<file path="config.mk">
export PLATFORM = sky130hd
export DESIGN_NAME = cse_queue
export DESIGN_NICKNAME = d
export VERILOG_FILES = /design/src/contour_segment_extractor_assert.svh /design/src/cse_pkg.sv /design/src/cse_queue.sv
export SDC_FILE = /design/constraint.sdc
export NUM_CORES = 1
export LEC_CHECK = 0
export ABC_AREA = 1
export BUFFER_PORTS_ARGS = -buffer_cell sky130_fd_sc_hd__buf_2
export CAP_MARGIN = 20
export CORE_UTILIZATION = 50
export CTS_CLUSTER_SIZE = 10
export DETAILED_ROUTE_END_ITERATION = 12
export PLACE_DENSITY = 0.77
export SLEW_MARGIN = 10
export SYNTH_ARGS = -nofsm -noshare
export SYNTH_HDL_FRONTEND = slang
export SYNTH_SLANG_ARGS = --single-unit
</file>
<file path="constraint.sdc">
create_clock -name i_clk -period 12.21 [get_ports i_clk]
set_input_delay 2.442 -clock i_clk [delete_from_list [all_inputs] [get_ports i_clk]]
set_output_delay 2.442 -clock i_clk [all_outputs]
set_load 0.05 [all_outputs]
</file>
<file path="src/contour_segment_extractor_assert.svh">
// Assertion helpers for the contour segment extractor RTL.
`ifndef CONTOUR_SEGMENT_EXTRACTOR_ASSERT_SVH
`define CONTOUR_SEGMENT_EXTRACTOR_ASSERT_SVH

// The condition must hold in the same cycle as the trigger.
`define CSE_ASSERT_NOW(lbl, clk, rst_n, trig, cond) \
    lbl: assert property (@(posedge clk) disable iff (!rst_n) (trig) |-> (cond)) \
        else $error("contour segment extractor check failed");

// The condition must hold in the cycle after the trigger.
`define CSE_ASSERT_NEXT(lbl, clk, rst_n, trig, cond) \
    lbl: assert property (@(posedge clk) disable iff (!rst_n) (trig) |=> (cond)) \
        else $error("contour segment extractor check failed");

`endif

</file>
<file path="src/cse_pkg.sv">
// ----------------------------------------------------------------------------
// cse_pkg
// Types, sizes and constants shared by the contour segment extractor.
// ----------------------------------------------------------------------------
package cse_pkg;

    localparam int SAMPLE_BITS    = 24;
    localparam int MAX_ROW_LENGTH = 1024;
    localparam int MAX_ROWS       = 4096;
    localparam int MAX_LEVELS     = 4;
    localparam int QUEUE_DEPTH    = 2;

    localparam int LEN_W    = $clog2(MAX_ROW_LENGTH + 1);
    localparam int COL_W    = $clog2(MAX_ROW_LENGTH);
    localparam int ROWS_W   = $clog2(MAX_ROWS + 1);
    localparam int ROW_W    = $clog2(MAX_ROWS);
    localparam int NLEV_W   = 3;
    localparam int LEV_W    = 2;
    localparam int CFG_IDX_W  = 3;
    localparam int CFG_DATA_W = 24;
    localparam int F_W      = SAMPLE_BITS + 4;
    localparam int COORD_W  = 17;
    localparam int QUO_W    = 17;
    localparam int QPTR_W   = $clog2(QUEUE_DEPTH);

    localparam logic [COORD_W-1:0] ONE_Q16  = COORD_W'(65536);
    localparam logic [COORD_W-1:0] HALF_Q16 = COORD_W'(32768);

    // Corner placement per triangle, bit i belongs to triangle i.
    localparam logic [3:0] CORNER0_X = 4'b0110;
    localparam logic [3:0] CORNER0_Y = 4'b1100;
    localparam logic [3:0] CORNER1_X = 4'b0011;
    localparam logic [3:0] CORNER1_Y = 4'b0110;

    typedef enum logic [CFG_IDX_W-1:0] {
        CFG_ROW_LENGTH  = 3'd0,
        CFG_ROW_COUNT   = 3'd1,
        CFG_LEVEL_COUNT = 3'd2,
        CFG_LEVEL_A     = 3'd3,
        CFG_LEVEL_B     = 3'd4,
        CFG_LEVEL_C     = 3'd5,
        CFG_LEVEL_D     = 3'd6
    } t_cfg_idx;

    typedef enum logic [2:0] {
        ST_IDLE,
        ST_LEVEL,
        ST_EVAL,
        ST_DIV,
        ST_EMIT,
        ST_FLUSH
    } t_back_state;

    typedef struct packed {
        logic [LEN_W-1:0]  len;
        logic [ROWS_W-1:0] rows;
        logic [NLEV_W-1:0] nlev;
        logic [MAX_LEVELS-1:0][SAMPLE_BITS-1:0] levels;
    } t_cfg;

    typedef struct packed {
        logic [SAMPLE_BITS-1:0] v00;
        logic [SAMPLE_BITS-1:0] v01;
        logic [SAMPLE_BITS-1:0] v10;
        logic [SAMPLE_BITS-1:0] v11;
        logic [COL_W-1:0]       col;
        logic [ROW_W-1:0]       row;
    } t_cell;

    typedef struct packed {
        logic [COL_W-1:0]   cell_column;
        logic [ROW_W-1:0]   cell_row;
        logic [LEV_W-1:0]   level_index;
        logic [1:0]         triangle;
        logic [COORD_W-1:0] start_x;
        logic [COORD_W-1:0] start_y;
        logic [COORD_W-1:0] end_x;
        logic [COORD_W-1:0] end_y;
        logic               last;
    } t_seg;

    function automatic logic signed [F_W-1:0] sext(input logic [SAMPLE_BITS-1:0] v);
        return {{(F_W - SAMPLE_BITS){v[SAMPLE_BITS-1]}}, v};
    endfunction

endpackage

</file>
<file path="src/cse_queue.sv">
// ----------------------------------------------------------------------------
// cse_queue
// Short cell queue between the front and the back.
// ----------------------------------------------------------------------------
module cse_queue (
    input  logic           i_clk,
    input  logic           i_rst_n,
    input  logic           i_push,
    input  cse_pkg::t_cell i_cell,
    output logic           o_full,
    input  logic           i_pop,
    output logic           o_valid,
    output cse_pkg::t_cell o_cell
);
    import cse_pkg::*;

    t_cell              r_ent [QUEUE_DEPTH];
    logic [QPTR_W-1:0]  r_wp;
    logic [QPTR_W-1:0]  r_rp;
    logic [QPTR_W:0]    r_cnt;

    assign o_full  = (r_cnt == (QPTR_W + 1)'(QUEUE_DEPTH));
    assign o_valid = (r_cnt != '0);
    assign o_cell  = r_ent[r_rp];

    always_ff @(posedge i_clk) begin
        if (!i_rst_n) begin
            r_wp  <= '0;
            r_rp  <= '0;
            r_cnt <= '0;
        end else begin
            if (i_push) begin
                r_wp <= (r_wp == QPTR_W'(QUEUE_DEPTH - 1)) ? '0 : r_wp + QPTR_W'(1);
            end
            if (i_pop) begin
                r_rp <= (r_rp == QPTR_W'(QUEUE_DEPTH - 1)) ? '0 : r_rp + QPTR_W'(1);
            end
            if (i_push && !i_pop) begin
                r_cnt <= r_cnt + (QPTR_W + 1)'(1);
            end else if (i_pop && !i_push) begin
                r_cnt <= r_cnt - (QPTR_W + 1)'(1);
            end
        end
    end

    always_ff @(posedge i_clk) begin
        if (i_push) begin
            r_ent[r_wp] <= i_cell;
        end
    end
endmodule

</file>
==> reports/metrics.csv, run 1 <==
stage,metric,value,unit
run_status,status,completed,
synthesis,synth_nets,525,
finish,nets_final,788,
critical_path,worst-path-max-fanout,62,
critical_path,data_required_time_of_the_worst_path,9770,ps
finish,layout.area.seq,0.007191,sq mm
run,timing.max_cap.violations,0,
sta,max-slew-margin-rel,40.20,%
clock_tree,cts.repair.resized,0,
place,detailed_place_hpwl,10420,microns
drt,initialDrtViolationCount,253,
drt,vias,4512,
pwr,power.switching,0.4955,mW
sta,grt_setup_unrepaired,no,
synthesis,netlist_cell_types,14,
pwr,vdd.ir_drop.worst,0.1181,mV
critical_path,critical_path.startpoint_type,register,
pwr,leakage,4.224,nW
drt,average_routed_wire_per_standard_cell,17.76,microns
pwr,clock_network_fraction_of_design_power,36.4,%
finish,final_cell_mix,"241 x buf_2, 236 x edfxtp_1, 98 x mux2_2",
worst_hold_path,hold_class,register to register,
global_route,grt_max_degree,83,
synthesis,synth.ff_latch_count,241,
clock_tree,worst_skew_late_latency,510,ps
floorplanning,die_x,134.7,microns
clock_tree,clock_path_buffers,3,
synthesis,synthesis.yosys.warnings,0,
clock_tree,clockRootBuffer,clkbuf_16,
clock_tree,numCtsBuffers,28,
floorplanning,io-pin-count,242,
sta,finalWorstPathRequiredPeriod,5357,ps
finish,final_design_area_no_fill,0.01105,sq mm
clock_tree,ctsHtreeMaxLevel,1,
floorplanning,floorplan.rows,48,
sta,fin_worst_skew,4.397,ps
floorplanning,initial_utilization,51.10,%
synthesis,synthesis.area_per_instance,21.91,sq um
clock_tree,clk_pin_slew_worst_paths,60,ps
clock_tree,tritoncts_clock_tree,done,
sta,max_slew.worst_pin.slew,897.0,ps
clock_tree,clkSinkCount,241,
floorplanning,core_region_area,0.01724,sq mm
pwr,comb_power_share,13.9,%
drt,total_length_of_routed_wires,16040,microns
global_route,grt_first_pass_wirelength,23980,microns
sta,final.period_utilization,43.88,%
global_route,initial_antenna_violation_count,1,
finish,proportion_of_layout_cells_with_a_drive_suffix_above_1,58.64,%
finish,count_of_fill_cells_added_during_filler_insertion,1212,
sta,final-max-slew-violation-count,0,
global_route,grt_pass1_vias,4796,
pwr,power_per_cell_area,177.6,mW/mm^2
clock_tree,cts_setup_buffers,0,
global_route,global_route.usage.total,17.12,%
floorplanning,area_enclosed_by_the_die_boundary,0.01815,sq mm
global_route,grt.overflow.total,0,
drt,drt-vias-per-instance,4.997,
pwr,sw_frac_of_total,25.25,%
synthesis,yosysSeqAreaShare,81.59,%
place,detailed_place.area,0.01025,sq mm
sta,final.setup.tns,0,ps
sta,final_hold_viol_count,0,
drt,drcViolationCount,0,
pwr,p_int,1.467,mW
pwr,seq_power_share,49.7,%
place,place_congestion,0.7432,
finish,multi_input_comb_area,0.001509,sq mm
sta,finalSetupViolations,0,
finish,layout_area_overhead,25.47,%
drt,ant_nets,0,
place,placement.io_buffers,241,
finish,layout.cells.most_common,buf_2,
critical_path,critPathKind,register to primary output,
critical_path,critPathCaptureType,primary output,
sta,fmax,186.7,MHz
clock_tree,cts_hold_repair.buffers,0,
synthesis,postSynthCellCount,402,
floorplanning,fp.dieH,134.7,microns
sta,hold-worst-slack,526.6,ps
synthesis,post_synth_instance_area,0.008808,sq mm
critical_path,critPathArrivalTime,2920,ps
drt,detail_route.first_pass.iterations,4,
worst paths after layout:
path / start / end / slack (ps) / depth (start not counted)
setup / recovery: register / o_cell[19] / 6850 / 3
hold / removal: r_rp / register / 530 / 2
hold reg to reg: r_rp / register / 530 / 2
setup reg to reg: r_wp / r_ent[0][22] / 9520 / 3
metal layers:
| layer | part of all wire [%] | GRT usage (%) |
|---|---|---|
| met1 | 38 | 19.94 |
| met2 | 52 | 30.96 |
| met3 | 8.4 | 4.842 |
| met4 | 1.6 | 4.494 |
| met5 | 0 | 0 |
cells by family after synthesis:
kind of cell,synth area share [%]
multiplexers,15.94
buffers and inverters,1.364
AND/OR/NAND/NOR,0.8523
AO/OA/AOI/OAI,0.1135
flip-flops,81.59
adder cells (fa/ha/maj),0.1420
sequential cells by signal, indices dropped and copies added (netlist names), named ones only:
register  flops
r_wp          1
r_ent       236
r_rp          1
r_cnt         2
cell type report:
| cell class | instances | area share [%] |
|---|---|---|
| inverter | 8 | 0.2944 |
| clock inverter | 1 | 0.07925 |
| timing repair buffer | 246 | 11.37 |
| multi-input combinational | 140 | 13.65 |
| clock buffer | 41 | 6.974 |
| tap | 225 | 2.547 |
| antenna | 1 | 0.02264 |
| sequential | 241 | 65.06 |
cells in the mapped netlist, drive strengths merged:
cell type / number / share of area, %
buf: 13 / 1.0
inv: 8 / 0.34
a21oi: 1 / 0.057
ha: 1 / 0.14
mux2: 118 / 16
edfxtp: 236 / 80
nand4: 1 / 0.071
nand3: 1 / 0.057
o21ai: 1 / 0.057
dfxtp: 5 / 1.1
nand2: 9 / 0.38
nor2: 8 / 0.34
worst max-delay path: stages, from the launching register on:
cell,delay [ps]
dfxtp_4,840
buf_4,810
mux2_2,430
buf_2,210
power groups by stage:
stage / registers, mW / clock network [mW] / logic, mW
6_report: 0.975 / 0.715 / 0.272
5_1_grt: 0.978 / 0.763 / 0.285
4_1_cts: 0.975 / 0.732 / 0.274
3_5_place_dp: 0.992 / 0 / 0.274
3_3_place_gp: 0.988 / 0 / 0.268
2_1_floorplan: 0.988 / 0 / 0.209
through the flow:
stage	worst slack, ps	utilization (%)	cells	total power [mW]
after floorplan	4192	-	402	1.197
after global placement	7280	59.47	859	1.257
after detailed placement	7182	59.47	859	1.265
after CTS	6833	63.99	901	1.982
after global routing	6706	64.10	902	2.027
final	6853	64.12	903	1.962
(Power assumes the default switching activity.)
==> run 2, diff against run 1 <==
==> constraint.sdc (replaced) <==
create_clock -name i_clk -period 5.41 [get_ports i_clk]
set_input_delay 1.082 -clock i_clk [delete_from_list [all_inputs] [get_ports i_clk]]
set_output_delay 1.082 -clock i_clk [all_outputs]
set_load 0.05 [all_outputs]
==> run 2 against run 1 <==
Effect of this change: flip-flop and latch count did not move; global-route usage increased by 0.14 points; sequential power rose by 130%; count of clock-buffer cells in the layout unchanged; clock power rose by 120%; utilization grew 0.10 points; cell area grew 0.16%; setup slack worse by 5000 ps.
==> reports/metrics.csv, run 2 (synthesized netlist as in run 1, its figures left out) <==
stage,metric,value,unit,change
floorplanning,initial_utilization,51.10,%,unchanged
global_route,initial_antenna_violation_count,0,,-1
floorplanning,die_x,134.7,microns,unchanged
sta,grt_setup_unrepaired,no,,
critical_path,regToRegSetupSlack,3760,ps,-5760 ps
place,dp_cell_count,859,,unchanged
global_route,grt_max_degree,86,,+3.6%
finish,final_cell_mix,"241 x buf_2, 236 x edfxtp_1, 98 x mux2_2",,
drt,detail_route.first_pass.iterations,5,,+1
sta,finalSetupViolations,0,,unchanged
drt,vias,4566,,+1.2%
critical_path,critPathArrivalTime,2430,ps,-490 ps
sta,max-slew-margin-rel,36.38,%,-3.8 points
clock_tree,cts_setup_buffers,0,,unchanged
finish,layout.cells.most_common,buf_2,,
clock_tree,cts_hold_repair.buffers,0,,unchanged
floorplanning,fp.dieH,134.7,microns,unchanged
finish,nets_final,788,,unchanged
global_route,met3_usage,5.143,%,+0.30 points
pwr,leakage,4.231,nW,+0.17%
critical_path,critical_path.startpoint_type,register,,
global_route,grt_pass1_vias,4722,,-1.5%
finish,layout_area_overhead,25.67,%,
clock_tree,clkSinkCount,241,,unchanged
critical_path,data_required_time_of_the_worst_path,4330,ps,-5440 ps
finish,largest_reg_flops,236,,unchanged
drt,average_routed_wire_per_standard_cell,17.85,microns,+0.51%
finish,registers.top_by_ff_count,r_ent,,
global_route,globalRouteMet1Util,20.70,%,+0.75 points
place,detailed_place_hpwl,10440,microns,+0.21%
drt,initialDrtViolationCount,227,,-10%
global_route,global_route.usage.total,17.26,%,+0.14 points
sta,final.setup.tns,0,ps,unchanged
critical_path,critPathCaptureType,primary output,,
finish,reg.largest.list,"r_ent: 236 flops, r_cnt: 2 flops",,
floorplanning,core_region_area,0.01724,sq mm,unchanged
global_route,grt.overflow.total,0,,unchanged
drt,total_length_of_routed_wires,16110,microns,+0.40%
pwr,vdd.ir_drop.worst,0.2516,mV,+110%
clock_tree,worst_skew_late_latency,510,ps,about the same
finish,final_cell_count_no_fill,902,,-0.11%
finish,antenna_cells_inserted,0,,-1
run_status,status,completed,,
global_route,groute.layer.met2.usage,29.78,%,-1.2 points
global_route,grt_first_pass_wirelength,24030,microns,+0.20%
global_route,global_route.peak_usage_layer,met2,,
sta,max_slew.worst_pin.slew,954.3,ps,+57.29 ps
worst_hold_path,hold_class,register to register,,
clock_tree,cts.repair.resized,0,,unchanged
place,place_congestion,0.7371,,-0.82%
finish,proportion_of_layout_cells_with_a_drive_suffix_above_1,58.64,%,unchanged
floorplanning,area_enclosed_by_the_die_boundary,0.01815,sq mm,unchanged
clock_tree,ctsHtreeMaxLevel,1,,unchanged
drt,drt-vias-per-instance,5.062,,+1.3%
sta,final.period_utilization,64.92,%,
sta,fin_worst_skew,7.204,ps,+2.807 ps
clock_tree,clockRootBuffer,clkbuf_16,,
finish,count_of_fill_cells_added_during_filler_insertion,1213,,+0.083%
drt,ant_nets,0,,unchanged
sta,finalWorstPathRequiredPeriod,3512,ps,
clock_tree,numCtsBuffers,28,,unchanged
drt,drcViolationCount,0,,unchanged
place,placement.io_buffers,241,,unchanged
critical_path,worst-path-max-fanout,72,,+16%
pwr,power_per_cell_area,399.4,mW/mm^2,+120%
critical_path,critPathKind,register to primary output,,
floorplanning,io-pin-count,242,,unchanged
sta,final-max-slew-violation-count,0,,unchanged
floorplanning,floorplan.rows,48,,unchanged
clock_tree,clock_path_buffers,3,,unchanged
sta,final_hold_viol_count,0,,unchanged
sta,fmax,284.7,MHz,
clock_tree,clk_pin_slew_worst_paths,60,ps,about the same
clock_tree,tritoncts_clock_tree,done,,
run,timing.max_cap.violations,0,,unchanged
==> run 2: cell types whose count changed in the layout (fill, tap and decap cells not counted), sizes merged <==
| cell | change |
|---|---|
| diode | -1 |
==> run 2: final timing paths <==
check	startpoint	end	depth (start not counted)
max	register	o_cell[21]	3
min	r_rp	r_rp	2
max reg2reg	r_wp	r_ent[1][62]	3
min reg2reg	r_rp	r_rp	2
==> run 2: stage by stage <==
step	hold WS, ps	cell area [sq um]	power [mW]	util, %	setup slack, ps
after floorplan	463.5	8811	2.698	-	807.1
after global placement	477.9	10260	2.840	59.54	2349
after detailed placement	520.9	10260	2.858	59.54	2281
after CTS	536.1	11040	4.462	64.06	1876
after global routing	551.3	11070	4.560	64.22	1790
final	534.9	11070	4.421	64.22	1898
==> run 2: worst max-delay path, stage by stage, from the launching register on <==
cell,delay (ps)
dfxtp_4,790
buf_12,390
mux2_2,400
buf_2,220
==> run 2: area by class of cell <==
type	count	area [sq um]	share of cell area [%]
clock buffer	41	770.7	6.963
clock inverter	1	8.758	0.07912
inverter	8	32.53	0.2939
multi-input combinational	140	1509	13.63
sequential	241	7191	64.96
tap	225	281.5	2.543
timing repair buffer	246	1276	11.53
==> run 2: power breakdown <==
| part | switching, mW | internal, mW | total, mW | leakage [nW] |
|---|---|---|---|---|
| clock | 0.635 | 0.968 | 1.60 | 0.376 |
| sequential | 0.0340 | 2.16 | 2.20 | 2.26 |
| combinational | 0.440 | 0.179 | 0.620 | 1.60 |
| total | 1.11 | 3.31 | 4.42 | 4.23 |
==> run 2: layer usage <==
layer / share of wire (%) / vias up / wire length (microns)
met5: 0 / - / 0
met3: 9.5 / 37 / 1524
met4: 2.3 / 0 / 365
met1: 39 / 2224 / 6279
met2: 49 / 203 / 7935
li1: - / 2102 / -
