$ cat src/contour_segment_extractor_assert.svh
// Assertion helpers for the contour segment extractor RTL.
`ifndef CONTOUR_SEGMENT_EXTRACTOR_ASSERT_SVH
`define CONTOUR_SEGMENT_EXTRACTOR_ASSERT_SVH

// The condition must hold in the same cycle as the trigger.
`define CSE_ASSERT_NOW(lbl, clk, rst_n, trig, cond) \
    lbl: assert property (@(posedge clk) disable iff (!rst_n) (trig) |-> (cond)) \
        else $error("contour segment extractor check failed");

// The condition must hold in the cycle after the trigger.
`define CSE_ASSERT_NEXT(lbl, clk, rst_n, trig, cond) \
    lbl: assert property (@(posedge clk) disable iff (!rst_n) (trig) |=> (cond)) \
        else $error("contour segment extractor check failed");

`endif

$ cat src/cse_pkg.sv
// ----------------------------------------------------------------------------
// cse_pkg
// Types, sizes and constants shared by the contour segment extractor.
// ----------------------------------------------------------------------------
package cse_pkg;

    localparam int SAMPLE_BITS    = 24;
    localparam int MAX_ROW_LENGTH = 1024;
    localparam int MAX_ROWS       = 4096;
    localparam int MAX_LEVELS     = 4;
    localparam int QUEUE_DEPTH    = 2;

    localparam int LEN_W    = $clog2(MAX_ROW_LENGTH + 1);
    localparam int COL_W    = $clog2(MAX_ROW_LENGTH);
    localparam int ROWS_W   = $clog2(MAX_ROWS + 1);
    localparam int ROW_W    = $clog2(MAX_ROWS);
    localparam int NLEV_W   = 3;
    localparam int LEV_W    = 2;
    localparam int CFG_IDX_W  = 3;
    localparam int CFG_DATA_W = 24;
    localparam int F_W      = SAMPLE_BITS + 4;
    localparam int COORD_W  = 17;
    localparam int QUO_W    = 17;
    localparam int QPTR_W   = $clog2(QUEUE_DEPTH);

    localparam logic [COORD_W-1:0] ONE_Q16  = COORD_W'(65536);
    localparam logic [COORD_W-1:0] HALF_Q16 = COORD_W'(32768);

    // Corner placement per triangle, bit i belongs to triangle i.
    localparam logic [3:0] CORNER0_X = 4'b0110;
    localparam logic [3:0] CORNER0_Y = 4'b1100;
    localparam logic [3:0] CORNER1_X = 4'b0011;
    localparam logic [3:0] CORNER1_Y = 4'b0110;

    typedef enum logic [CFG_IDX_W-1:0] {
        CFG_ROW_LENGTH  = 3'd0,
        CFG_ROW_COUNT   = 3'd1,
        CFG_LEVEL_COUNT = 3'd2,
        CFG_LEVEL_A     = 3'd3,
        CFG_LEVEL_B     = 3'd4,
        CFG_LEVEL_C     = 3'd5,
        CFG_LEVEL_D     = 3'd6
    } t_cfg_idx;

    typedef enum logic [2:0] {
        ST_IDLE,
        ST_LEVEL,
        ST_EVAL,
        ST_DIV,
        ST_EMIT,
        ST_FLUSH
    } t_back_state;

    typedef struct packed {
        logic [LEN_W-1:0]  len;
        logic [ROWS_W-1:0] rows;
        logic [NLEV_W-1:0] nlev;
        logic [MAX_LEVELS-1:0][SAMPLE_BITS-1:0] levels;
    } t_cfg;

    typedef struct packed {
        logic [SAMPLE_BITS-1:0] v00;
        logic [SAMPLE_BITS-1:0] v01;
        logic [SAMPLE_BITS-1:0] v10;
        logic [SAMPLE_BITS-1:0] v11;
        logic [COL_W-1:0]       col;
        logic [ROW_W-1:0]       row;
    } t_cell;

    typedef struct packed {
        logic [COL_W-1:0]   cell_column;
        logic [ROW_W-1:0]   cell_row;
        logic [LEV_W-1:0]   level_index;
        logic [1:0]         triangle;
        logic [COORD_W-1:0] start_x;
        logic [COORD_W-1:0] start_y;
        logic [COORD_W-1:0] end_x;
        logic [COORD_W-1:0] end_y;
        logic               last;
    } t_seg;

    function automatic logic signed [F_W-1:0] sext(input logic [SAMPLE_BITS-1:0] v);
        return {{(F_W - SAMPLE_BITS){v[SAMPLE_BITS-1]}}, v};
    endfunction

endpackage

$ cat src/cse_seg_if.sv
// ----------------------------------------------------------------------------
// cse_seg_if
// Segment stream channel: one contour segment per beat.
// ----------------------------------------------------------------------------
interface cse_seg_if;
    import cse_pkg::*;

    logic               valid;
    logic               ready;
    logic [COL_W-1:0]   cell_column;
    logic [ROW_W-1:0]   cell_row;
    logic [LEV_W-1:0]   level_index;
    logic [1:0]         triangle;
    logic [COORD_W-1:0] start_x;
    logic [COORD_W-1:0] start_y;
    logic [COORD_W-1:0] end_x;
    logic [COORD_W-1:0] end_y;
    logic               last;

    modport source (output valid, output cell_column, output cell_row,
                    output level_index, output triangle, output start_x,
                    output start_y, output end_x, output end_y, output last,
                    input ready);
    modport sink   (input valid, input cell_column, input cell_row,
                    input level_index, input triangle, input start_x,
                    input start_y, input end_x, input end_y, input last,
                    output ready);
endinterface

$ cat src/cse_back.sv
// ----------------------------------------------------------------------------
// cse_back
// Walks levels and triangles of one cell, divides out crossings bit by bit
// and delivers segments, holding one back so the final one can carry last.
// ----------------------------------------------------------------------------
module cse_back (
    input  logic           i_clk,
    input  logic           i_rst_n,
    input  cse_pkg::t_cfg  i_cfg,
    input  logic           i_q_valid,
    input  cse_pkg::t_cell i_q_cell,
    output logic           o_q_pop,
    cse_seg_if.source      o_seg
);
    import cse_pkg::*;
    `include "contour_segment_extractor_assert.svh"

    typedef struct packed {
        logic pop;
        logic load_f;
        logic start;
        logic step;
        logic emit;
        logic flush_out;
        logic adv;
    } t_back_ctl;

    t_back_state r_state, n_state;
    t_back_ctl   ctl;

    t_cell                  r_cell;
    logic [LEV_W-1:0]       r_li;
    logic [1:0]             r_leg;
    logic signed [F_W-1:0]  r_fv [2][2];
    logic signed [F_W-1:0]  r_fc;
    logic [1:0]             r_edge;
    logic [1:0]             r_edge_b;
    logic                   r_phase;
    logic [F_W-1:0]         r_rem;
    logic [F_W-1:0]         r_den;
    logic [QUO_W-1:0]       r_q;
    logic [4:0]             r_cnt;
    logic [COORD_W-1:0]     r_xs0, r_ys0;
    logic [COORD_W-1:0]     r_xe, r_ye;
    t_seg                   r_pend;
    logic                   r_pend_v;
    t_seg                   r_out;
    logic                   r_out_v;

    logic signed [F_W-1:0]  f_pt [3];
    logic [COORD_W-1:0]     px [3];
    logic [COORD_W-1:0]     py [3];
    logic [2:0]             ch;
    logic                   seg_found;
    logic [1:0]             edge_a;
    logic [1:0]             start_edge;
    logic signed [F_W-1:0]  fa, fb;
    logic [F_W-1:0]         mag_a, mag_b;
    logic [COORD_W-1:0]     ca_x, cb_x, ca_y, cb_y;
    logic [F_W:0]           dbl;
    logic                   ge;
    logic [F_W-1:0]         rem_nx;
    logic [QUO_W-1:0]       q_nx;
    logic                   div_done;
    logic [COORD_W-1:0]     cx_now, cy_now;
    logic                   leg_last;
    logic                   lev_last;
    logic                   out_free;
    logic                   out_load;
    logic signed [F_W-1:0]  lv4;
    logic [SAMPLE_BITS-1:0] lvl;
    t_seg                   seg_new;

    function automatic logic strict_change(input logic signed [F_W-1:0] a,
                                           input logic signed [F_W-1:0] b);
        return ((a < 0) && (b > 0)) || ((a > 0) && (b < 0));
    endfunction

    function automatic logic [COORD_W-1:0] cross_coord(input logic [COORD_W-1:0] ca,
                                                       input logic [COORD_W-1:0] cb,
                                                       input logic [QUO_W-1:0] q);
        logic [QUO_W:0]     q16w;
        logic [QUO_W:0]     q15w;
        logic [COORD_W-1:0] mag;
        q16w = ({1'b0, q} + (QUO_W + 1)'(1)) >> 1;
        q15w = ({1'b0, q} + (QUO_W + 1)'(2)) >> 2;
        mag  = ((ca == HALF_Q16) || (cb == HALF_Q16)) ? COORD_W'(q15w) : COORD_W'(q16w);
        if (ca == cb) begin
            return ca;
        end
        return (cb > ca) ? ca + mag : ca - mag;
    endfunction

    // Points of the current triangle: two corners, then the centre.
    always_comb begin
        f_pt[0] = r_fv[CORNER0_Y[r_leg]][CORNER0_X[r_leg]];
        f_pt[1] = r_fv[CORNER1_Y[r_leg]][CORNER1_X[r_leg]];
        f_pt[2] = r_fc;
        px[0] = CORNER0_X[r_leg] ? ONE_Q16 : '0;
        py[0] = CORNER0_Y[r_leg] ? ONE_Q16 : '0;
        px[1] = CORNER1_X[r_leg] ? ONE_Q16 : '0;
        py[1] = CORNER1_Y[r_leg] ? ONE_Q16 : '0;
        px[2] = HALF_Q16;
        py[2] = HALF_Q16;
        ch[0] = strict_change(f_pt[0], f_pt[1]);
        ch[1] = strict_change(f_pt[1], f_pt[2]);
        ch[2] = strict_change(f_pt[2], f_pt[0]);
        seg_found = ($countones(ch) == 2);
        edge_a    = ch[0] ? 2'd0 : 2'd1;
    end

    assign start_edge = (r_state == ST_EVAL) ? edge_a : r_edge_b;

    always_comb begin
        case (start_edge)
            2'd1:    begin fa = f_pt[1]; fb = f_pt[2]; end
            2'd2:    begin fa = f_pt[2]; fb = f_pt[0]; end
            default: begin fa = f_pt[0]; fb = f_pt[1]; end
        endcase
        mag_a = (fa < 0) ? F_W'(-fa) : F_W'(fa);
        mag_b = (fb < 0) ? F_W'(-fb) : F_W'(fb);
    end

    always_comb begin
        case (r_edge)
            2'd1:    begin ca_x = px[1]; cb_x = px[2]; ca_y = py[1]; cb_y = py[2]; end
            2'd2:    begin ca_x = px[2]; cb_x = px[0]; ca_y = py[2]; cb_y = py[0]; end
            default: begin ca_x = px[0]; cb_x = px[1]; ca_y = py[0]; cb_y = py[1]; end
        endcase
    end

    // One restoring division step per cycle.
    always_comb begin
        dbl      = {r_rem, 1'b0};
        ge       = (dbl >= {1'b0, r_den});
        rem_nx   = ge ? F_W'(dbl - {1'b0, r_den}) : F_W'(dbl);
        q_nx     = {r_q[QUO_W-2:0], ge};
        div_done = (r_cnt == 5'(QUO_W - 1));
        cx_now   = cross_coord(ca_x, cb_x, q_nx);
        cy_now   = cross_coord(ca_y, cb_y, q_nx);
    end

    assign leg_last = (r_leg == 2'd3);
    assign lev_last = ({1'b0, r_li} == i_cfg.nlev - NLEV_W'(1));
    assign out_free = !r_out_v || o_seg.ready;
    assign lvl      = i_cfg.levels[r_li];
    assign lv4      = sext(lvl) <<< 2;

    always_comb begin
        n_state = r_state;
        unique case (r_state)
            ST_IDLE:  if (i_q_valid) n_state = ST_LEVEL;
            ST_LEVEL: n_state = ST_EVAL;
            ST_EVAL: begin
                if (seg_found) begin
                    n_state = ST_DIV;
                end else if (leg_last) begin
                    n_state = lev_last ? ST_FLUSH : ST_LEVEL;
                end
            end
            ST_DIV:   if (div_done && r_phase) n_state = ST_EMIT;
            ST_EMIT: begin
                if (!r_pend_v || out_free) begin
                    if (leg_last) begin
                        n_state = lev_last ? ST_FLUSH : ST_LEVEL;
                    end else begin
                        n_state = ST_EVAL;
                    end
                end
            end
            ST_FLUSH: if (!r_pend_v || out_free) n_state = ST_IDLE;
            default:  n_state = ST_IDLE;
        endcase
    end

    always_comb begin
        ctl = '0;
        unique case (r_state)
            ST_IDLE:  ctl.pop = i_q_valid;
            ST_LEVEL: ctl.load_f = 1'b1;
            ST_EVAL: begin
                ctl.start = seg_found;
                ctl.adv   = !seg_found;
            end
            ST_DIV: begin
                ctl.step  = 1'b1;
                ctl.start = div_done && !r_phase;
            end
            ST_EMIT: begin
                ctl.emit = !r_pend_v || out_free;
                ctl.adv  = !r_pend_v || out_free;
            end
            ST_FLUSH: ctl.flush_out = r_pend_v && out_free;
            default:  ctl = '0;
        endcase
    end

    assign o_q_pop  = ctl.pop;
    assign out_load = (ctl.emit && r_pend_v) || ctl.flush_out;

    always_comb begin
        seg_new.cell_column = r_cell.col;
        seg_new.cell_row    = r_cell.row;
        seg_new.level_index = r_li;
        seg_new.triangle    = r_leg;
        seg_new.start_x     = r_xs0;
        seg_new.start_y     = r_ys0;
        seg_new.end_x       = r_xe;
        seg_new.end_y       = r_ye;
        seg_new.last        = 1'b0;
    end

    always_ff @(posedge i_clk) begin
        if (!i_rst_n) begin
            r_state  <= ST_IDLE;
            r_pend_v <= 1'b0;
            r_out_v  <= 1'b0;
        end else begin
            r_state <= n_state;
            if (ctl.emit) begin
                r_pend_v <= 1'b1;
            end else if (ctl.flush_out) begin
                r_pend_v <= 1'b0;
            end
            if (out_load) begin
                r_out_v <= 1'b1;
            end else if (o_seg.ready) begin
                r_out_v <= 1'b0;
            end
        end
    end

    always_ff @(posedge i_clk) begin
        if (ctl.pop) begin
            r_cell <= i_q_cell;
            r_li   <= '0;
        end
        if (ctl.load_f) begin
            r_fv[0][0] <= (sext(r_cell.v00) <<< 2) - lv4;
            r_fv[0][1] <= (sext(r_cell.v01) <<< 2) - lv4;
            r_fv[1][0] <= (sext(r_cell.v10) <<< 2) - lv4;
            r_fv[1][1] <= (sext(r_cell.v11) <<< 2) - lv4;
            r_fc       <= sext(r_cell.v00) + sext(r_cell.v01)
                        + sext(r_cell.v10) + sext(r_cell.v11) - lv4;
            r_leg      <= '0;
        end
        if (ctl.adv) begin
            if (leg_last) begin
                r_li <= r_li + LEV_W'(1);
            end else begin
                r_leg <= r_leg + 2'd1;
            end
        end
        if (ctl.step) begin
            if (!ctl.start) begin
                r_rem <= rem_nx;
                r_q   <= q_nx;
                r_cnt <= r_cnt + 5'd1;
            end
            if (div_done && !r_phase) begin
                r_xs0 <= cx_now;
                r_ys0 <= cy_now;
            end
            if (div_done && r_phase) begin
                r_xe <= cx_now;
                r_ye <= cy_now;
            end
        end
        if (ctl.start) begin
            r_rem   <= mag_a;
            r_den   <= mag_a + mag_b;
            r_q     <= '0;
            r_cnt   <= '0;
            r_edge  <= start_edge;
            r_phase <= (r_state == ST_DIV);
            if (r_state == ST_EVAL) begin
                r_edge_b <= ch[2] ? 2'd2 : 2'd1;
            end
        end
        if (ctl.emit) begin
            r_pend <= seg_new;
        end
        // The held segment never carries last until the cell is finished.
        if (ctl.emit && r_pend_v) begin
            r_out <= r_pend;
        end
        if (ctl.flush_out) begin
            r_out <= {r_pend[$bits(t_seg)-1:1], 1'b1};
        end
    end

    assign o_seg.valid       = r_out_v;
    assign o_seg.cell_column = r_out.cell_column;
    assign o_seg.cell_row    = r_out.cell_row;
    assign o_seg.level_index = r_out.level_index;
    assign o_seg.triangle    = r_out.triangle;
    assign o_seg.start_x     = r_out.start_x;
    assign o_seg.start_y     = r_out.start_y;
    assign o_seg.end_x       = r_out.end_x;
    assign o_seg.end_y       = r_out.end_y;
    assign o_seg.last        = r_out.last;

    `CSE_ASSERT_NOW(a_out_load_free, i_clk, i_rst_n, out_load, out_free)
    `CSE_ASSERT_NOW(a_level_in_use, i_clk, i_rst_n,
        (r_state != ST_IDLE) && (r_state != ST_FLUSH), ({1'b0, r_li} < i_cfg.nlev))
    `CSE_ASSERT_NOW(a_rem_below_den, i_clk, i_rst_n, r_state == ST_DIV, r_rem < r_den)
    `CSE_ASSERT_NEXT(a_flush_clears, i_clk, i_rst_n, ctl.flush_out, !r_pend_v && r_out_v)
endmodule
$ cat src/flat_wrapper.sv
// flat-port wrapper written by rule: the top's interface ports become plain ports
module cse_back_flat import cse_pkg::*;
  (i_clk, i_rst_n, i_cfg, i_q_valid, i_q_cell, o_q_pop, o_seg_valid, o_seg_cell_column, o_seg_cell_row, o_seg_level_index, o_seg_triangle, o_seg_start_x, o_seg_start_y, o_seg_end_x, o_seg_end_y, o_seg_last, o_seg_ready);
  cse_seg_if o_seg_i ();
  input  logic i_clk;
  input  logic i_rst_n;
  input  cse_pkg::t_cfg i_cfg;
  input  logic i_q_valid;
  input  cse_pkg::t_cell i_q_cell;
  output logic o_q_pop;
  output wire logic [$bits(o_seg_i.valid)-1:0] o_seg_valid;
  output wire logic [$bits(o_seg_i.cell_column)-1:0] o_seg_cell_column;
  output wire logic [$bits(o_seg_i.cell_row)-1:0] o_seg_cell_row;
  output wire logic [$bits(o_seg_i.level_index)-1:0] o_seg_level_index;
  output wire logic [$bits(o_seg_i.triangle)-1:0] o_seg_triangle;
  output wire logic [$bits(o_seg_i.start_x)-1:0] o_seg_start_x;
  output wire logic [$bits(o_seg_i.start_y)-1:0] o_seg_start_y;
  output wire logic [$bits(o_seg_i.end_x)-1:0] o_seg_end_x;
  output wire logic [$bits(o_seg_i.end_y)-1:0] o_seg_end_y;
  output wire logic [$bits(o_seg_i.last)-1:0] o_seg_last;
  input wire logic [$bits(o_seg_i.ready)-1:0] o_seg_ready;
  assign o_seg_valid = o_seg_i.valid;
  assign o_seg_cell_column = o_seg_i.cell_column;
  assign o_seg_cell_row = o_seg_i.cell_row;
  assign o_seg_level_index = o_seg_i.level_index;
  assign o_seg_triangle = o_seg_i.triangle;
  assign o_seg_start_x = o_seg_i.start_x;
  assign o_seg_start_y = o_seg_i.start_y;
  assign o_seg_end_x = o_seg_i.end_x;
  assign o_seg_end_y = o_seg_i.end_y;
  assign o_seg_last = o_seg_i.last;
  assign o_seg_i.ready = o_seg_ready;
  cse_back u_core (.i_clk(i_clk), .i_rst_n(i_rst_n), .i_cfg(i_cfg), .i_q_valid(i_q_valid), .i_q_cell(i_q_cell), .o_q_pop(o_q_pop), .o_seg(o_seg_i));
endmodule
$ cat config.mk
export PLATFORM = sky130hd
export DESIGN_NAME = cse_back_flat
export DESIGN_NICKNAME = d
export VERILOG_FILES = /design/src/cse_pkg.sv /design/src/cse_seg_if.sv /design/src/cse_back.sv /design/src/flat_wrapper.sv
export VERILOG_INCLUDE_DIRS = /design/src /design/src/src
export SDC_FILE = /design/constraint.sdc
export NUM_CORES = 1
export LEC_CHECK = 0
export BUFFER_PORTS_ARGS = -buffer_cell sky130_fd_sc_hd__clkbuf_2
export CAP_MARGIN = 20
export CORE_MARGIN = 4
export CORE_UTILIZATION = 50
export DETAILED_ROUTE_END_ITERATION = 10
export PLACE_DENSITY = 0.69
export SKIP_CTS_REPAIR_TIMING = 1
export SLEW_MARGIN = 20
export SYNTH_ARGS = -nofsm -noshare
export SYNTH_HDL_FRONTEND = slang
export SYNTH_SLANG_ARGS = --single-unit
$ cat constraint.sdc
create_clock -name i_clk -period 8.6 [get_ports i_clk]
set_input_delay 0.43 -clock i_clk [delete_from_list [all_inputs] [get_ports i_clk]]
set_output_delay 0.43 -clock i_clk [all_outputs]
set_load 0.005 [all_outputs]
==> flow_summary.toml, run 1 <==
[detailed_routing]
detail-route-antenna-nets = 0
drt-total-wl_um = 87500
drc = 0
drtPass1Iterations = 6
viasPerCell = 5.68
drtIter0Drc = 1961
wl_per_cell_um = 18.6
num_vias = 26700

[clocking]
clock_tree.root_cell = "clkbuf_16"
clock-sinks = 594
clk_pin_slew_ns = 0.06
clk_latency_ns = 0.64
cts_tree = "yes"
cts_buffers = 67
h-tree-depth = 3
ctsLongestPathBuffers = 3

[critical_path]
cp_slowest_cell = "mux4_2"
cp_common_cell = "nor2_1"
critPathMaxStageDelay_ns = 0.57
required_ns = 8.97
cp-end-kind = "register"
critPathKind = "reg2reg"
critPathMaxFanout = 39
regToRegStartpoint = "u_core.r_leg[0]$_DFF_P_"
crit_start = "u_core.r_leg[0]$_DFF_P_"
cp-start-kind = "register"
cp.arrival_ns = 8.12

[logic_synthesis]
ys_seq_elements = 594
ys_warn_count = 0
synth_area_um2 = 37000
synth.avg_cell_area_um2 = 11.3
synth.area.top_cells = "edfxtp_1 46%, ha_1 7.7%, xnor2_1 4.6%"
synth_enable_flop_cells = 563
syn_nets = 3801
ys_seq_area_frac = 0.474
synth_ff_type = "edfxtp_1"
yosysTopAreaCell = "edfxtp_1"
async_flop_share = 0
syn_inst = 3274
ys_types = 105
netlist.area_leader.share = 0.458

[finish]
diodes = 0
areaGrowthSynthToFinish_pct = 16.0
layout-drive-gt1-share = 0.162
nets = 4219

[timing]
period_needed_ns = 7.75
min_period_over_period = 0.901
finClkSkew_ns = 0.0548
fmax_mhz = 129
worst_pin_slew_ns = 1.13
finalHoldViolCount = 0
max_slew_margin = 0.242
tns_ns = 0
drv_slew = 0
setup_viol = 0
rsz0062_at_grt = "false"

[global_routing]
grt_remaining_overflow = 0
grt.total_usage = 0.217
grt_pass1_vias = 25800
grt_antenna_before_repair = 3
grt_first_pass_wirelength_um = 137000
grt_max_degree = 107

[worst_hold_path]
hold_start = "i_q_cell[34]"
hold_class = "in2reg"

[floorplan]
io_pins = 342
die_y_um = 280
die_area_um2 = 78300
rows = 99
initial_utilization = 0.506
fp.dieW_um = 280
coreArea_um2 = 73100

[run_status]
status = "completed"

[placement]
placement.io_buffers = 317
hpwl_um = 65000
routabilityCongestion = 0.927

[job]
cap_violations = 0
==> flip-flops by register name (all words and copies together) (netlist names), 3 cells and up <==
name	flops
u_core.r_rem	28
u_core.r_pend	94
u_core.o_seg.start_x	17
u_core.r_xs0	17
u_core.r_xe	17
u_core.o_seg.end_y	17
u_core.r_fc	28
u_core.r_state	3
u_core.r_ye	17
u_core.o_seg.cell_column	10
u_core.o_seg.cell_row	12
u_core.r_cnt	5
u_core.o_seg.start_y	17
u_core.r_cell	118
u_core.r_den	28
u_core.r_q	16
u_core.r_fv	100
u_core.r_ys0	17
u_core.o_seg.end_x	17
==> through the flow <==
stage,hold WS (ns),instance area (um^2),utilization,worst slack [ns],std cells
after floorplan,0.400,37000,-,0.0229,3274
after global placement,0.401,39500,0.541,0.866,4470
after detailed placement,0.405,39500,0.541,0.770,4470
after CTS,-0.0523,41700,0.571,0.735,4593
after global routing,-0.00878,42900,0.586,0.0370,4705
final,0.00533,42900,0.586,0.851,4705
==> final timing paths <==
kind / slack, ns / end / cells after the start
max reg2reg: 0.85 / u_core.r_den[27]$_DFFE_PP_ / 32
min: 0.005 / u_core.r_cell[34]$_DFFE_PP_ / 1
max: 0.85 / u_core.r_den[27]$_DFFE_PP_ / 32
min reg2reg: 0.39 / u_core.r_pend[14]$_DFFE_PP_ / 0
==> worst max-delay path, delay by kind of cell (launching register included) <==
kind / cells / cell delay [ns]
buffers and inverters: 3 / 0.78
multiplexers: 1 / 0.57
adder cells (fa/ha/maj): 3 / 1.32
flip-flops: 1 / 0.33
AND/OR/NAND/NOR: 11 / 1.62
AO/OA/AOI/OAI: 12 / 2.60
XOR/XNOR: 2 / 0.20
==> synthesized netlist by cell type, types with 11 or more instances <==
master    instances
and3_1           34
and2_1          114
o31ai_1          15
or2_2            13
nor2_1          259
mux4_2           74
a21o_1           40
nand3_1          63
a21boi_0         24
o211ai_1         13
buf_2            16
edfxtp_1        563
a221o_1          49
nand2b_1         30
o21ai_0         186
o21bai_1         19
or3_1            15
dfxtp_1          31
nor2b_1          48
nand4_1          26
mux2i_1          11
buf_1            13
fa_1             56
nor3_1           72
xnor2_1         192
xor2_1           82
nor4_1           26
a31oi_1          51
clkbuf_1         82
nand2_1         228
a21oi_1         195
inv_1           146
ha_1            226
a211oi_1         25
o21a_1           29
a22o_1           12
==> per-layer routing <==
metal  global-route usage  share of wire
met3               0.0300          0.059
met4               0.0737          0.034
met5                    0              0
met2                0.359           0.48
met1                0.296           0.43
==> cell type report <==
class	count	area, um^2
clock buffer	79	1720
timing repair buffer	469	3040
inverter	147	557
tap	959	1200
clock inverter	44	449
multi-input combinational	2413	18400
fill	6016	30200
sequential	594	17500
==> kinds of logic (layout without fill, tap and decap cells) <==
group,after synthesis,after routing,synth area share
AOI/OAI and AO/OA,779,779,0.140
adders and majority gates,282,282,0.107
DFF,594,594,0.474
xor gates and xnor gates,276,276,0.0658
buffers and inverters,267,739,0.0299
muxes,91,91,0.0499
and+or+nand+nor,985,985,0.133
==> placed cells by master (no fill, tap or decap), drive strengths merged, types with 111 or more instances in the layout <==
cell / synthesis / final
edfxtp: 563 / 563
clkbuf: 84 / 396
nor2: 260 / 260
nand2: 229 / 229
ha: 226 / 226
a21oi: 195 / 195
xnor2: 194 / 194
o21ai: 191 / 191
inv: 147 / 152
and2: 115 / 115
dlygate4sd3: 0 / 111
Power of run 1 is left out: the tool's default activity adds up to more than one toggle a clock period on the data nets, which glitch-free logic cannot reach.
==> inputs of run 2 (changes only) <==
Settings changed: CAP_MARGIN 20 to unset, RECOVER_POWER set to 100.
==> flow_summary.toml, run 2 (synthesized netlist as in run 1, its figures left out) <==
[run_status]
status = "finished with violations"
violations = "max-capacitance violations, max-slew violations"

[clocking]
clock-sinks = 594
clk_latency_ns = 0.63
h-tree-depth = 3
clk_pin_slew_ns = 0.06
clock_tree.root_cell = "clkbuf_16"
cts_buffers = 67
ctsLongestPathBuffers = 3
cts_tree = "yes"

[finish]
fillCellCount = 6056
layout-drive-gt1-share = 0.143
largest_reg_flops = 118
top_regs = "u_core.r_cell (118), u_core.r_fv (100), u_core.r_pend (94)"
diodes = 0
most-common-layout-cells = "563 x edfxtp_1, 274 x clkbuf_2, 256 x nor2_1"
areaGrowthSynthToFinish_pct = 15.5
final_common_cell = "edfxtp_1"
regArea_um2 = 17500
regMostFlops = "u_core.r_cell"
fin_util = 0.584
nets = 4218
multi_input_area_um2 = 18300

[critical_path]
required_ns = 8.82
critPathKind = "reg2reg"
cp-start-kind = "register"
regToRegSetupSlack_ns = 0.79
path_cells = "ha_1 -> ha_1 -> nand4_1 -> nor4_1 -> o311a_1 -> a211o_1 -> nor2_4 -> inv_1 -> ha_1 -> xnor2_1 -> nand2_1 -> o21ai_0 -> ha_1 -> inv_1 -> or3_2 -> a21oi_1 -> or3_1 -> a21oi_1 -> xnor2_1 -> nor4_1 -> nand4b_2 -> nand2_1 -> nand4_1 -> a2111oi_0"
critPathMaxStageDelay_ns = 1.22
crit_buf_inv = 2
cp.arrival_ns = 8.04
cp_common_cell = "ha_1"
critPathMaxFanout = 19
critPathTopFamily = "compound AO/OA/AOI/OAI gates"
cp_slowest_cell = "a2111oi_0"
cp-end-kind = "register"

[timing]
drv_slew = 627
rsz0062_at_grt = "false"
fmax_mhz = 128
min_period_over_period = 0.908
period_needed_ns = 7.81
max_slew_margin = -1.65
setup_viol = 0
whs_ns = 0.0100
worst_pin_slew_ns = 3.97
finalHoldViolCount = 0
finClkSkew_ns = 0.0541
tns_ns = 0

[worst_hold_path]
hold_class = "in2reg"

[detailed_routing]
detail-route-antenna-nets = 0
num_vias = 26900
drc = 0
drt-total-wl_um = 87600
drtIter0Drc = 1889
drtPass1Iterations = 6
wl_per_cell_um = 18.6
viasPerCell = 5.72

[floorplan]
die_area_um2 = 78300
rows = 99
io_pins = 342
die_y_um = 280
initial_utilization = 0.506
coreArea_um2 = 73100
fp.dieW_um = 280

[placement]
routabilityCongestion = 0.927
hpwl_um = 65000
placement.io_buffers = 317

[global_routing]
grt_remaining_overflow = 0
grt.total_usage = 0.217
grt_max_degree = 107
grt_pass1_vias = 25800
grt_first_pass_wirelength_um = 137000
grt_antenna_before_repair = 2

[job]
cap_violations = 11
run 2: routing by layer:
layer | track usage | vias to the layer above | part of all wire
met2 | 0.359 | 847 | 0.48
met1 | 0.296 | 12800 | 0.43
met4 | 0.0737 | 0 | 0.033
li1 | - | 13100 | -
met5 | 0 | - | 0
met3 | 0.0300 | 151 | 0.061
run 2: final timing paths:
kind,startpoint,end,depth (start not counted)
setup / recovery,u_core.r_rem[0]$_DFFE_PP_,u_core.r_xe[16]$_DFFE_PP_,24
hold / removal,i_q_cell[34],u_core.r_cell[34]$_DFFE_PP_,1
setup reg to reg,u_core.r_rem[0]$_DFFE_PP_,u_core.r_xe[16]$_DFFE_PP_,24
hold reg to reg,u_core.r_ye[13]$_DFFE_PP_,u_core.r_pend[14]$_DFFE_PP_,0
run 2: layout make-up:
type / instances / area share
Sequential cell: 594 / 0.411
Inverter: 147 / 0.0130
Timing Repair Buffer: 468 / 0.0679
Clock buffer: 79 / 0.0403
Clock inverter: 44 / 0.0105
Multi-Input combinational cell: 2413 / 0.429
Tap cell: 959 / 0.0281
run 2: metrics by stage:
step	area, um^2	std cells	worst slack [ns]
floorplan	37000	3274	0.0229
global placement	39500	4470	0.866
detailed placement	39500	4470	0.770
CTS	41700	4593	0.735
global route	42700	4704	0.0384
finish	42700	4704	0.788
Power of run 2 is left out for the same reason.
==> inputs of run 3 (changes only) <==
Settings changed: CORE_UTILIZATION 50 to 55, PLACE_DENSITY 0.69 to 0.75, TNS_END_PERCENT set to 50.
==> flow_summary.toml, run 3 (synthesized netlist as in run 1, its figures left out) <==
[finish]
top_regs = "u_core.r_cell (118), u_core.r_fv (100), u_core.r_pend (94)"
nets = 4216
largest_reg_flops = 118
finalNonFillerCells = 4607
most-common-layout-cells = "563 x edfxtp_1, 258 x nor2_1, 254 x clkbuf_2"
areaGrowthSynthToFinish_pct = 15.3
final_common_cell = "edfxtp_1"
regMostFlops = "u_core.r_cell"
layout-drive-gt1-share = 0.138
diodes = 0

[global_routing]
grt_remaining_overflow = 0
grt_pass1_vias = 25700
grt_first_pass_wirelength_um = 134000
grt_antenna_before_repair = 2
grt_max_degree = 115
grt.total_usage = 0.233

[detailed_routing]
drtPass1Iterations = 8
drt-total-wl_um = 88100
num_vias = 27200
drtIter0Drc = 2022
wl_per_cell_um = 19.1
detail-route-antenna-nets = 0
viasPerCell = 5.90
drc = 0

[timing]
min_period_over_period = 0.937
tns_ns = 0
drv_slew = 755
setup_viol = 0
rsz0062_at_grt = "false"
fmax_mhz = 124
finClkSkew_ns = 0.0247
max_slew_margin = -1.73
worst_pin_slew_ns = 4.10
period_needed_ns = 8.05
finalHoldViolCount = 0

[placement]
placement.io_buffers = 317
hpwl_um = 64700
routabilityCongestion = 0.920
place_inst = 4379

[clocking]
h-tree-depth = 3
clk_pin_slew_ns = 0.06
clock-sinks = 594
clock_tree.root_cell = "clkbuf_16"
cts_tree = "yes"
clk_latency_ns = 0.62
cts_buffers = 66
ctsLongestPathBuffers = 3

[run_status]
status = "finished with violations"
violations = "max-capacitance violations, max-slew violations"

[critical_path]
critPathMaxFanout = 23
cp.arrival_ns = 8.42
worst_r2r_endpoint = "u_core.r_den[27]$_DFFE_PP_"
cp-start-kind = "register"
crit_path_end = "u_core.r_den[27]$_DFFE_PP_"
cp_common_cell = "a21oi_1"
required_ns = 8.97
rr_worst_depth = 28
critPathKind = "reg2reg"
cp_slowest_cell = "ha_2"
critPathMaxStageDelay_ns = 0.63
regToRegSetupSlack_ns = 0.55
regToRegStartpoint = "u_core.r_leg[0]$_DFF_P_"
crit_start = "u_core.r_leg[0]$_DFF_P_"
cp-end-kind = "register"

[floorplan]
die_y_um = 267
initial_utilization = 0.558
die_area_um2 = 71400
rows = 94
fp.dieW_um = 267
coreArea_um2 = 66200
io_pins = 342

[worst_hold_path]
hold_class = "in2reg"

[job]
cap_violations = 14
-- run 3: worst min-delay path by stage --
stage	start	to	slack [ns]	cells past startpoint
finish	i_q_cell[106]	u_core.r_cell[106]$_DFFE_PP_	0.01	1
CTS	i_q_cell[74]	u_core.r_cell[74]$_DFFE_PP_	-0.04	1
detailed placement	u_core.r_ye[16]$_DFFE_PP_	u_core.r_pend[17]$_DFFE_PP_	0.40	0
floorplan	u_core.r_ye[9]$_DFFE_PP_	u_core.r_pend[10]$_DFFE_PP_	0.40	0
global route	i_q_cell[1]	u_core.r_cell[1]$_DFFE_PP_	-0.004	1
global placement	u_core.r_cell[6]$_DFFE_PP_	u_core.r_pend[79]$_DFFE_PP_	0.40	0
-- run 3: critical path: cells and delay by family (launching register included) --
family / cells / cell delay [ns]
compound gates: 12 / 2.71
simple gates: 7 / 1.76
fa+ha+maj: 3 / 1.31
buf+inv: 3 / 0.78
mux: 1 / 0.54
xor+xnor: 2 / 0.34
flops: 1 / 0.33
-- run 3: layout make-up --
type	instances	area, um^2
clock buffers	78	1700
flip-flops and latches	594	17500
multi-input cells	2413	18300
well taps	864	1080
fillers	5060	23600
clock inverters	44	564
repair buffers	467	2880
inverters	147	554
-- run 3: metrics by stage --
step	setup WS [ns]	utilization	hold slack (ns)	cell area [um^2]
after floorplan	0.0229	-	0.400	37000
after global placement	0.778	0.596	0.401	39500
after detailed placement	0.640	0.596	0.405	39500
after CTS	0.623	0.630	-0.0425	41700
after global routing	0.0155	0.643	-0.00415	42600
final	0.546	0.643	0.0106	42600
-- run 3: per-layer routing --
metal / up-vias / routed length, um / track usage
li1: 13100 / - / -
met1: 13000 / 37900 / 0.317
met2: 963 / 42400 / 0.394
met3: 158 / 5290 / 0.0312
met4: 0 / 2570 / 0.0720
met5: - / 0 / 0
Power of run 3 is left out for the same reason.
